--- config.mk ---
export PLATFORM = sky130hd
export DESIGN_NAME = hcb_ctrl
export DESIGN_NICKNAME = d
export VERILOG_FILES = /design/src/sv/hcb_pkg.sv /design/src/sv/hcb_ctrl.sv
export SDC_FILE = /design/constraint.sdc
export NUM_CORES = 1
export LEC_CHECK = 0
export BUFFER_PORTS_ARGS = -buffer_cell sky130_fd_sc_hd__buf_2
export CAP_MARGIN = 20
export CORE_ASPECT_RATIO = 0.9
export CORE_MARGIN = 2
export CORE_UTILIZATION = 43
export CTS_CLUSTER_SIZE = 40
export DETAILED_ROUTE_END_ITERATION = 16
export MAX_ROUTING_LAYER = met4
export PLACE_DENSITY_LB_ADDON = 0.1
export SLEW_MARGIN = 20
export SYNTH_ARGS = -nofsm -noshare
export SYNTH_HDL_FRONTEND = slang
export SYNTH_SLANG_ARGS = --single-unit
export TNS_END_PERCENT = 50
--- constraint.sdc ---
create_clock -name clk -period 4 [get_ports clk]
set_input_delay 1 -clock clk [delete_from_list [all_inputs] [get_ports clk]]
set_output_delay 1 -clock clk [all_outputs]
set_load 0.1 [all_outputs]
--- src/sv/hcb_pkg.sv ---
// ----------------------------------------------------------------------------
// hcb_pkg
// Types, codes and defaults shared by the code builder / encoder modules.
// ----------------------------------------------------------------------------
`default_nettype none
package hcb_pkg;

  localparam int SYMBOLS_DEF       = 256;
  localparam int COUNT_BITS_DEF    = 16;
  localparam int MAX_CODE_BITS_DEF = 32;

  localparam int SYM_W  = 8;
  localparam int CODE_W = 32;
  localparam int LEN_W  = 6;
  localparam int DIST_W = 9;

  localparam logic [1:0] OP_COUNT  = 2'd0;
  localparam logic [1:0] OP_BUILD  = 2'd1;
  localparam logic [1:0] OP_ENCODE = 2'd2;
  localparam logic [1:0] OP_CLEAR  = 2'd3;

  localparam logic [1:0] ST_OK       = 2'd0;
  localparam logic [1:0] ST_ABSENT   = 2'd1;
  localparam logic [1:0] ST_FEW      = 2'd2;
  localparam logic [1:0] ST_OVERFLOW = 2'd3;

  localparam logic [4:0] CMD_NOP      = 5'd0;
  localparam logic [4:0] CMD_ACCEPT   = 5'd1;
  localparam logic [4:0] CMD_CLEAR    = 5'd2;
  localparam logic [4:0] CMD_UNREADY  = 5'd3;
  localparam logic [4:0] CMD_C_WR     = 5'd4;
  localparam logic [4:0] CMD_FIN      = 5'd5;
  localparam logic [4:0] CMD_FIN_ENC  = 5'd6;
  localparam logic [4:0] CMD_BLD_INIT = 5'd7;
  localparam logic [4:0] CMD_LEAF_RD2 = 5'd8;
  localparam logic [4:0] CMD_LEAF_LD  = 5'd9;
  localparam logic [4:0] CMD_S_RD     = 5'd10;
  localparam logic [4:0] CMD_S_SHIFT  = 5'd11;
  localparam logic [4:0] CMD_S_PUT    = 5'd12;
  localparam logic [4:0] CMD_M_RDA    = 5'd13;
  localparam logic [4:0] CMD_M_RDB    = 5'd14;
  localparam logic [4:0] CMD_M_PAR_A  = 5'd15;
  localparam logic [4:0] CMD_M_PAR_B  = 5'd16;
  localparam logic [4:0] CMD_I_RD     = 5'd17;
  localparam logic [4:0] CMD_I_SHIFT  = 5'd18;
  localparam logic [4:0] CMD_I_PUT    = 5'd19;
  localparam logic [4:0] CMD_G_START  = 5'd20;
  localparam logic [4:0] CMD_G_NEXT   = 5'd21;
  localparam logic [4:0] CMD_G_UP     = 5'd22;
  localparam logic [4:0] CMD_G_STORE  = 5'd23;
  localparam logic [4:0] CMD_READY    = 5'd24;

  typedef struct packed {
    logic [1:0]       op;
    logic [SYM_W-1:0] symbol;
  } hcb_in_t;

  typedef struct packed {
    logic [1:0]        status;
    logic [CODE_W-1:0] code_bits;
    logic [LEN_W-1:0]  code_length;
    logic [DIST_W-1:0] distinct_count;
  } hcb_out_t;

  typedef struct packed {
    logic [4:0] code;
    logic [1:0] status;
  } hcb_cmd_t;

  typedef struct packed {
    logic [1:0] op;
    logic       sym_bad;
    logic       total_full;
    logic       sym_seen;
    logic       ready;
    logic       few;
    logic       j_zero;
    logic       s_gt;
    logic       i_lt;
    logic       at_tail;
    logic       last_leaf;
    logic       last_pair;
    logic       s_seen;
    logic       is_root;
    logic       k_limit;
    logic       last_sym;
  } hcb_flags_t;

endpackage
`default_nettype wire

--- src/sv/hcb_ctrl.sv ---
// ----------------------------------------------------------------------------
// hcb_ctrl
// Sequencer: decodes requests and steps the datapath through count, encode,
// clear and the sort / merge / code walk phases of a build.
// ----------------------------------------------------------------------------
`default_nettype none
module hcb_ctrl (
  input  wire logic              clk,
  input  wire logic              rst,
  input  wire logic              start,
  output logic                   busy,
  input  wire hcb_pkg::hcb_flags_t flags,
  output hcb_pkg::hcb_cmd_t      cmd
);
  import hcb_pkg::*;

  localparam logic [4:0] S_IDLE  = 5'd0;
  localparam logic [4:0] S_DISP  = 5'd1;
  localparam logic [4:0] S_CWR   = 5'd2;
  localparam logic [4:0] S_EFIN  = 5'd3;
  localparam logic [4:0] S_FIN   = 5'd4;
  localparam logic [4:0] S_LRD1  = 5'd5;
  localparam logic [4:0] S_LRD2  = 5'd6;
  localparam logic [4:0] S_LLD   = 5'd7;
  localparam logic [4:0] S_SCHK  = 5'd8;
  localparam logic [4:0] S_SCMP  = 5'd9;
  localparam logic [4:0] S_MA    = 5'd10;
  localparam logic [4:0] S_MB    = 5'd11;
  localparam logic [4:0] S_MP    = 5'd12;
  localparam logic [4:0] S_MQ    = 5'd13;
  localparam logic [4:0] S_ICHK  = 5'd14;
  localparam logic [4:0] S_ICMP  = 5'd15;
  localparam logic [4:0] S_GCHK  = 5'd16;
  localparam logic [4:0] S_GWALK = 5'd17;
  localparam logic [4:0] S_GUP   = 5'd18;
  localparam logic [4:0] S_GOK   = 5'd19;

  logic [4:0] state, state_next;
  logic [1:0] st, st_next;

  assign busy = (state != S_IDLE);

  always_comb begin
    state_next = state;
    st_next    = st;
    cmd.code   = CMD_NOP;
    cmd.status = st;
    case (state)
      S_IDLE: begin
        if (start) begin
          cmd.code   = CMD_ACCEPT;
          state_next = S_DISP;
        end
      end
      S_DISP: begin
        case (flags.op)
          OP_COUNT: begin
            if (flags.sym_bad) begin
              st_next    = ST_ABSENT;
              state_next = S_FIN;
            end else if (flags.total_full) begin
              st_next    = ST_OVERFLOW;
              state_next = S_FIN;
            end else begin
              state_next = S_CWR;
            end
          end
          OP_BUILD: begin
            if (flags.few) begin
              cmd.code   = CMD_UNREADY;
              st_next    = ST_FEW;
              state_next = S_FIN;
            end else begin
              cmd.code   = CMD_BLD_INIT;
              state_next = S_LRD1;
            end
          end
          OP_ENCODE: begin
            if (!flags.ready || flags.sym_bad || !flags.sym_seen) begin
              st_next    = ST_ABSENT;
              state_next = S_FIN;
            end else begin
              state_next = S_EFIN;
            end
          end
          default: begin
            cmd.code   = CMD_CLEAR;
            st_next    = ST_OK;
            state_next = S_FIN;
          end
        endcase
      end
      S_CWR: begin
        cmd.code   = CMD_C_WR;
        st_next    = ST_OK;
        state_next = S_FIN;
      end
      S_EFIN: begin
        cmd.code   = CMD_FIN_ENC;
        state_next = S_IDLE;
      end
      S_FIN: begin
        cmd.code   = CMD_FIN;
        state_next = S_IDLE;
      end
      S_LRD1: state_next = S_LRD2;
      S_LRD2: begin
        cmd.code   = CMD_LEAF_RD2;
        state_next = S_LLD;
      end
      S_LLD: begin
        cmd.code   = CMD_LEAF_LD;
        state_next = S_SCHK;
      end
      S_SCHK: begin
        if (flags.j_zero) begin
          cmd.code   = CMD_S_PUT;
          state_next = flags.last_leaf ? S_MA : S_LRD1;
        end else begin
          cmd.code   = CMD_S_RD;
          state_next = S_SCMP;
        end
      end
      S_SCMP: begin
        if (flags.s_gt) begin
          cmd.code   = CMD_S_SHIFT;
          state_next = S_SCHK;
        end else begin
          cmd.code   = CMD_S_PUT;
          state_next = flags.last_leaf ? S_MA : S_LRD1;
        end
      end
      S_MA: begin
        cmd.code   = CMD_M_RDA;
        state_next = S_MB;
      end
      S_MB: begin
        cmd.code   = CMD_M_RDB;
        state_next = S_MP;
      end
      S_MP: begin
        cmd.code   = CMD_M_PAR_A;
        state_next = S_MQ;
      end
      S_MQ: begin
        cmd.code   = CMD_M_PAR_B;
        state_next = flags.last_pair ? S_GCHK : S_ICHK;
      end
      S_ICHK: begin
        if (flags.at_tail) begin
          cmd.code   = CMD_I_PUT;
          state_next = S_MA;
        end else begin
          cmd.code   = CMD_I_RD;
          state_next = S_ICMP;
        end
      end
      S_ICMP: begin
        if (flags.i_lt) begin
          cmd.code   = CMD_I_SHIFT;
          state_next = S_ICHK;
        end else begin
          cmd.code   = CMD_I_PUT;
          state_next = S_MA;
        end
      end
      S_GCHK: begin
        if (flags.s_seen) begin
          cmd.code   = CMD_G_START;
          state_next = S_GWALK;
        end else begin
          cmd.code   = CMD_G_NEXT;
          state_next = flags.last_sym ? S_GOK : S_GCHK;
        end
      end
      S_GWALK: begin
        if (flags.is_root) begin
          cmd.code   = CMD_G_STORE;
          state_next = flags.last_sym ? S_GOK : S_GCHK;
        end else if (flags.k_limit) begin
          st_next    = ST_OVERFLOW;
          state_next = S_FIN;
        end else begin
          state_next = S_GUP;
        end
      end
      S_GUP: begin
        cmd.code   = CMD_G_UP;
        state_next = S_GWALK;
      end
      S_GOK: begin
        cmd.code   = CMD_READY;
        st_next    = ST_OK;
        state_next = S_FIN;
      end
      default: state_next = S_IDLE;
    endcase
  end

  always_ff @(posedge clk) begin
    if (rst) begin
      state <= S_IDLE;
      st    <= ST_OK;
    end else begin
      state <= state_next;
      st    <= st_next;
    end
  end

endmodule
`default_nettype wire

# Yosys cells after proc, flatten, opt, wreduce, memory -nomap -nowiden
# Index checks and enable logic that the tools add are counted.
totals:
  regBits: 7
  input_bits: 20
  word_cells: 75
classes:
  n_reduce_logical: 11
  n_eq_ne: 27
  n_mux: 35
op_table:
  columns: ["op", "n"]
  rows:
  - ["$pmux 5 s19", 1]
  - ["$pmux 5 s17", 1]
  - ["$eq 5x4->1 const B", 8]
  - ["$mux 5", 5]
  - ["$mux 3", 8]
  - ["$eq 5x3->1 const B", 4]
  - ["$eq 5x5->1 const B", 4]
  - ["$mux 2", 9]
  - ["$pmux 5 s3", 1]
  - ["$mux 4", 3]
  - ["$pmux 2 s3", 2]
  - ["$eq 5x2->1 const B", 2]
  - ["$ne 2x2->1 const B", 3]
  - ["$ne 3x3->1 const B", 2]
  - ["$pmux 3 s2", 1]
  - ["$reduce_and 6->1", 1]
  - ["$eq 5x1->1 const B", 1]
  - ["$logic_not 5->1", 1]
  - ["$reduce_bool 5->1", 1]
  - ["$mux 1", 4]
  - ["$ne 4x4->1 const B", 1]
  - ["$reduce_or 2->1", 2]
  - ["$reduce_bool 3->1", 1]
  - ["$eq 2x1->1 const B", 1]
  - ["other kinds (4)", 6]

# Logic depth before layout (Yosys ltp)
logic_depth:
  depth_word: 6
  depth_mapped: 7
  mapped_depth_nobuf: 4

# Worst setup path after synthesis
# Ideal clock, no wire load.
synth_path:
  path_kind: "input to output"
  startpoint: "input port flags[2] in the netlist's numbering"
  endpoint: "output port cmd[4] in the netlist's numbering"
  arrival_time_ps: 4686
  setup_slack_ps: -1686
  n_path_buf: 0
  stages: 3
  path_cell_list: "nand2b_1 -> a31oi_1 -> o311ai_0"
synth_rtl:
  columns: ["item", "line", "text"]
  rows:
  - ["from (decl)", "hcb_ctrl.sv:12", "input wire hcb_pkg::hcb_flags_t flags,"]
  - ["to (decl)", "hcb_ctrl.sv:13", "output hcb_pkg::hcb_cmd_t cmd"]

==> summary.txt <==
Run status
  • Status: finished clean

Detailed routing
  • Wire length per cell: 16.1 um
  • Post-route DRC: 0
  • Final wirelength: 3420 um
  • Vias: 1364
  • Met3 WL: 261 um
  • WL met1: 1600 um
  • Uppermost routed layer: met4
  • Vias/cell: 6.40
  • DRT antenna net count: 0
  • First-pass DRT Iterations: 4
  • 1st-iter DRT viols: 131
  • Met2 routed wirelength: 1550 um

Layout
  • Layout Nets: 206
  • Diodes inserted: 0
  • Post-Layout Cell Count: 213
  • Ratio of cells with drive above 1 in the final layout: 0.270
  • Area delta synth->final: 11.9%

Critical path
  • CP startpoint kind: flip-flop
  • CP endpoint kind: output port
  • WS Path Type: reg2out
  • Worst EP required: 3000 ps
  • Crit path max fanout: 19
  • CP Data Arrival Time: 2410 ps
  • R2R depth: 5

GRT
  • GRT Residual Overflow: 0
  • Vias in the first global route: 1234
  • Largest net degree at the start of global routing: 25
  • Overall track demand over capacity in global routing: 0.245
  • First-pass GRT wire length: 5850 um
  • Antenna violations before repair: 0

Synth
  • Synth warn: 0
  • Seq/Total Area, Yosys: 0.119
  • EDFF count, synth: 0
  • Count of cell types in the netlist: 57
  • Synth top area share: 0.119
  • Cell accounting for the most synthesized area: dfxtp_1
  • Synth area leaders: dfxtp_1, o21ai_0, a21oi_1
  • Asr flop ratio synth: 0
  • Predominant post-synthesis flop cell: dfxtp_1
  • Syn Inst Count: 165
  • Post-Syn Area: 1180 um^2
  • Post-Syn Nets: 185
  • Syn Area/Cell: 7.13 um^2
  • #FFs+latches synth: 7

Clock network
  • Clock-pin slew on the worst setup and hold paths: 60 ps
  • Post-cts sizing count: 0
  • Clock buffer depth: 2
  • CTS Sinks: 7
  • Root buffer cell: clkbuf_4
  • Hold_buf cts: 0
  • Setup Fix Bufs, Post-CTS: 0
  • TritonCTS clock tree: yes
  • CTS H-tree lvls: 1
  • Clk Latency, worst-skew pair: 260 ps
  • TritonCTS Buffers: 3

STA
  • Worst-margin pin slew: 691 ps
  • Headroom to the max-slew limit: 0.539
  • PnR worst setup slack: 588 ps
  • RSZ-0062 raised after global routing: false
  • Hold Vio Cnt, Final: 0
  • Max Clk Rate: 293 MHz
  • Final period util: 0.853
  • Layout Skew: 5.68 ps
  • Final Max Slew Viols: 0
  • Shortest period the worst path allows: 3410 ps
  • # setup viols final: 0

Die
  • Starting Density: 0.465
  • Die Wd: 59.1 um
  • Die height: 53.6 um
  • Ports: 28
  • Cell Rows: 17
  • Floorplan core area: 2530 um^2
  • Die ar.: 3170 um^2

Placed design
  • DP Cell Count: 209
  • IO Port Bufs: 27
  • Placer Congestion: 0.874
  • DP Worst Slack: 674 ps
  • DP HPWL: 2590 um

Power
  • Total power: 902 uW
  • Leakage power: 0.000505 uW
  • Power per cell area: 685 nW/um^2
  • Max IR drop VDD: 0.303 mV

Min path
  • Hold path cells: 2
  • Hold Crit Class: reg2reg

Flow run
  • Max Cap Viol: 0
[logic make-up (layout without fill, tap and decap cells)]
| logic type | Yosys count | after routing | synth area share |
|---|---|---|---|
| and+or+nand+nor | 67 | 67 | 0.348 |
| AOI/OAI and AO/OA | 60 | 60 | 0.384 |
| adders and majority gates | 1 | 1 | 0.00957 |
| DFF | 7 | 7 | 0.119 |
| xor gates and xnor gates | 2 | 2 | 0.0149 |
| buffers and inverters | 28 | 48 | 0.124 |
[cell usage after synthesis (2+ instances only)]
cell and count:
dfxtp_1 7, a21oi_1 9, nand3_1 6, nor2b_1 5, nor2_1 10, buf_2 9
o211ai_1 3, inv_1 11, a211oi_1 3, nand2b_1 4, nand4b_1 2, a32oi_1 3
o21a_1 2, a32o_1 2, a31oi_1 7, nand3b_1 2, o21ai_0 14, a211o_1 2
buf_4 2, a221o_1 2, nor3_1 9, and4_1 2, buf_6 3, nor3b_1 4
nand2_1 8, xnor2_1 2, and3_1 2
[final timing paths]
check	startpoint	end	slack, ps
worst max-delay path	state[2]	cmd[3]	590
worst min-delay path	st[0]	st[0]	460
worst max register to register	state[0]	state[0]	1980
worst min register to register	st[0]	st[0]	460
[stage by stage]
stage | hold WS, ps | utilization | instance area (um^2) | setup TNS, ps
final | 457 | 0.520 | 1320 | 0
after global routing | 474 | 0.520 | 1320 | 0
after CTS | 459 | 0.520 | 1320 | 0
after detailed placement | 450 | 0.510 | 1290 | 0
after global placement | 446 | 0.510 | 1290 | 0
after floorplan | 601 | - | 1180 | -29.0
[power by group]
part	switching [uW]	leakage (uW)	internal, uW
registers	50.4	0.0000573	92.6
logic	507	0.000432	183
clock network	30.3	0.0000150	38.3
[worst max-delay path: stages, from the launching register on]
cell      delay (ps)
dfxtp_1          760
nor2_2           250
and4_1           310
a32oi_1          320
o221ai_1         180
buf_2            320
[per-layer routing]
metal  up-vias  track usage
met3         2       0.0409
met2        56        0.376
met1       635        0.341
met5         -            -
met4         0       0.0455
li1        671            -
[layout by cell type, fill, tap and decap left out, types with 3 or more instances in the layout]
| cell | n |
|---|---|
| a211oi_1 | 3 |
| a21oi_1 | 9 |
| a31oi_1 | 7 |
| a32oi_1 | 3 |
| buf_2 | 27 |
| buf_4 | 5 |
| clkbuf_4 | 3 |
| dfxtp_1 | 7 |
| inv_1 | 11 |
| nand2_1 | 8 |
| nand2b_1 | 4 |
| nand3_1 | 6 |
| nor2_1 | 10 |
| nor2b_1 | 5 |
| nor3_1 | 9 |
| nor3b_1 | 4 |
| o211ai_1 | 3 |
| o21ai_0 | 14 |
[state kept, by name, summed over array words and instances, names as in the netlist]
name and cells:
state 5, st 2
[area by class of cell]
class	instances	area (um^2)
multi-input cells	130	897
inverters	12	45.0
well taps	28	35.0
clock buffers	4	26.3
flip-flops and latches	7	140
repair buffers	32	173
fillers	268	1210
Power figures use the tool's default switching activity.
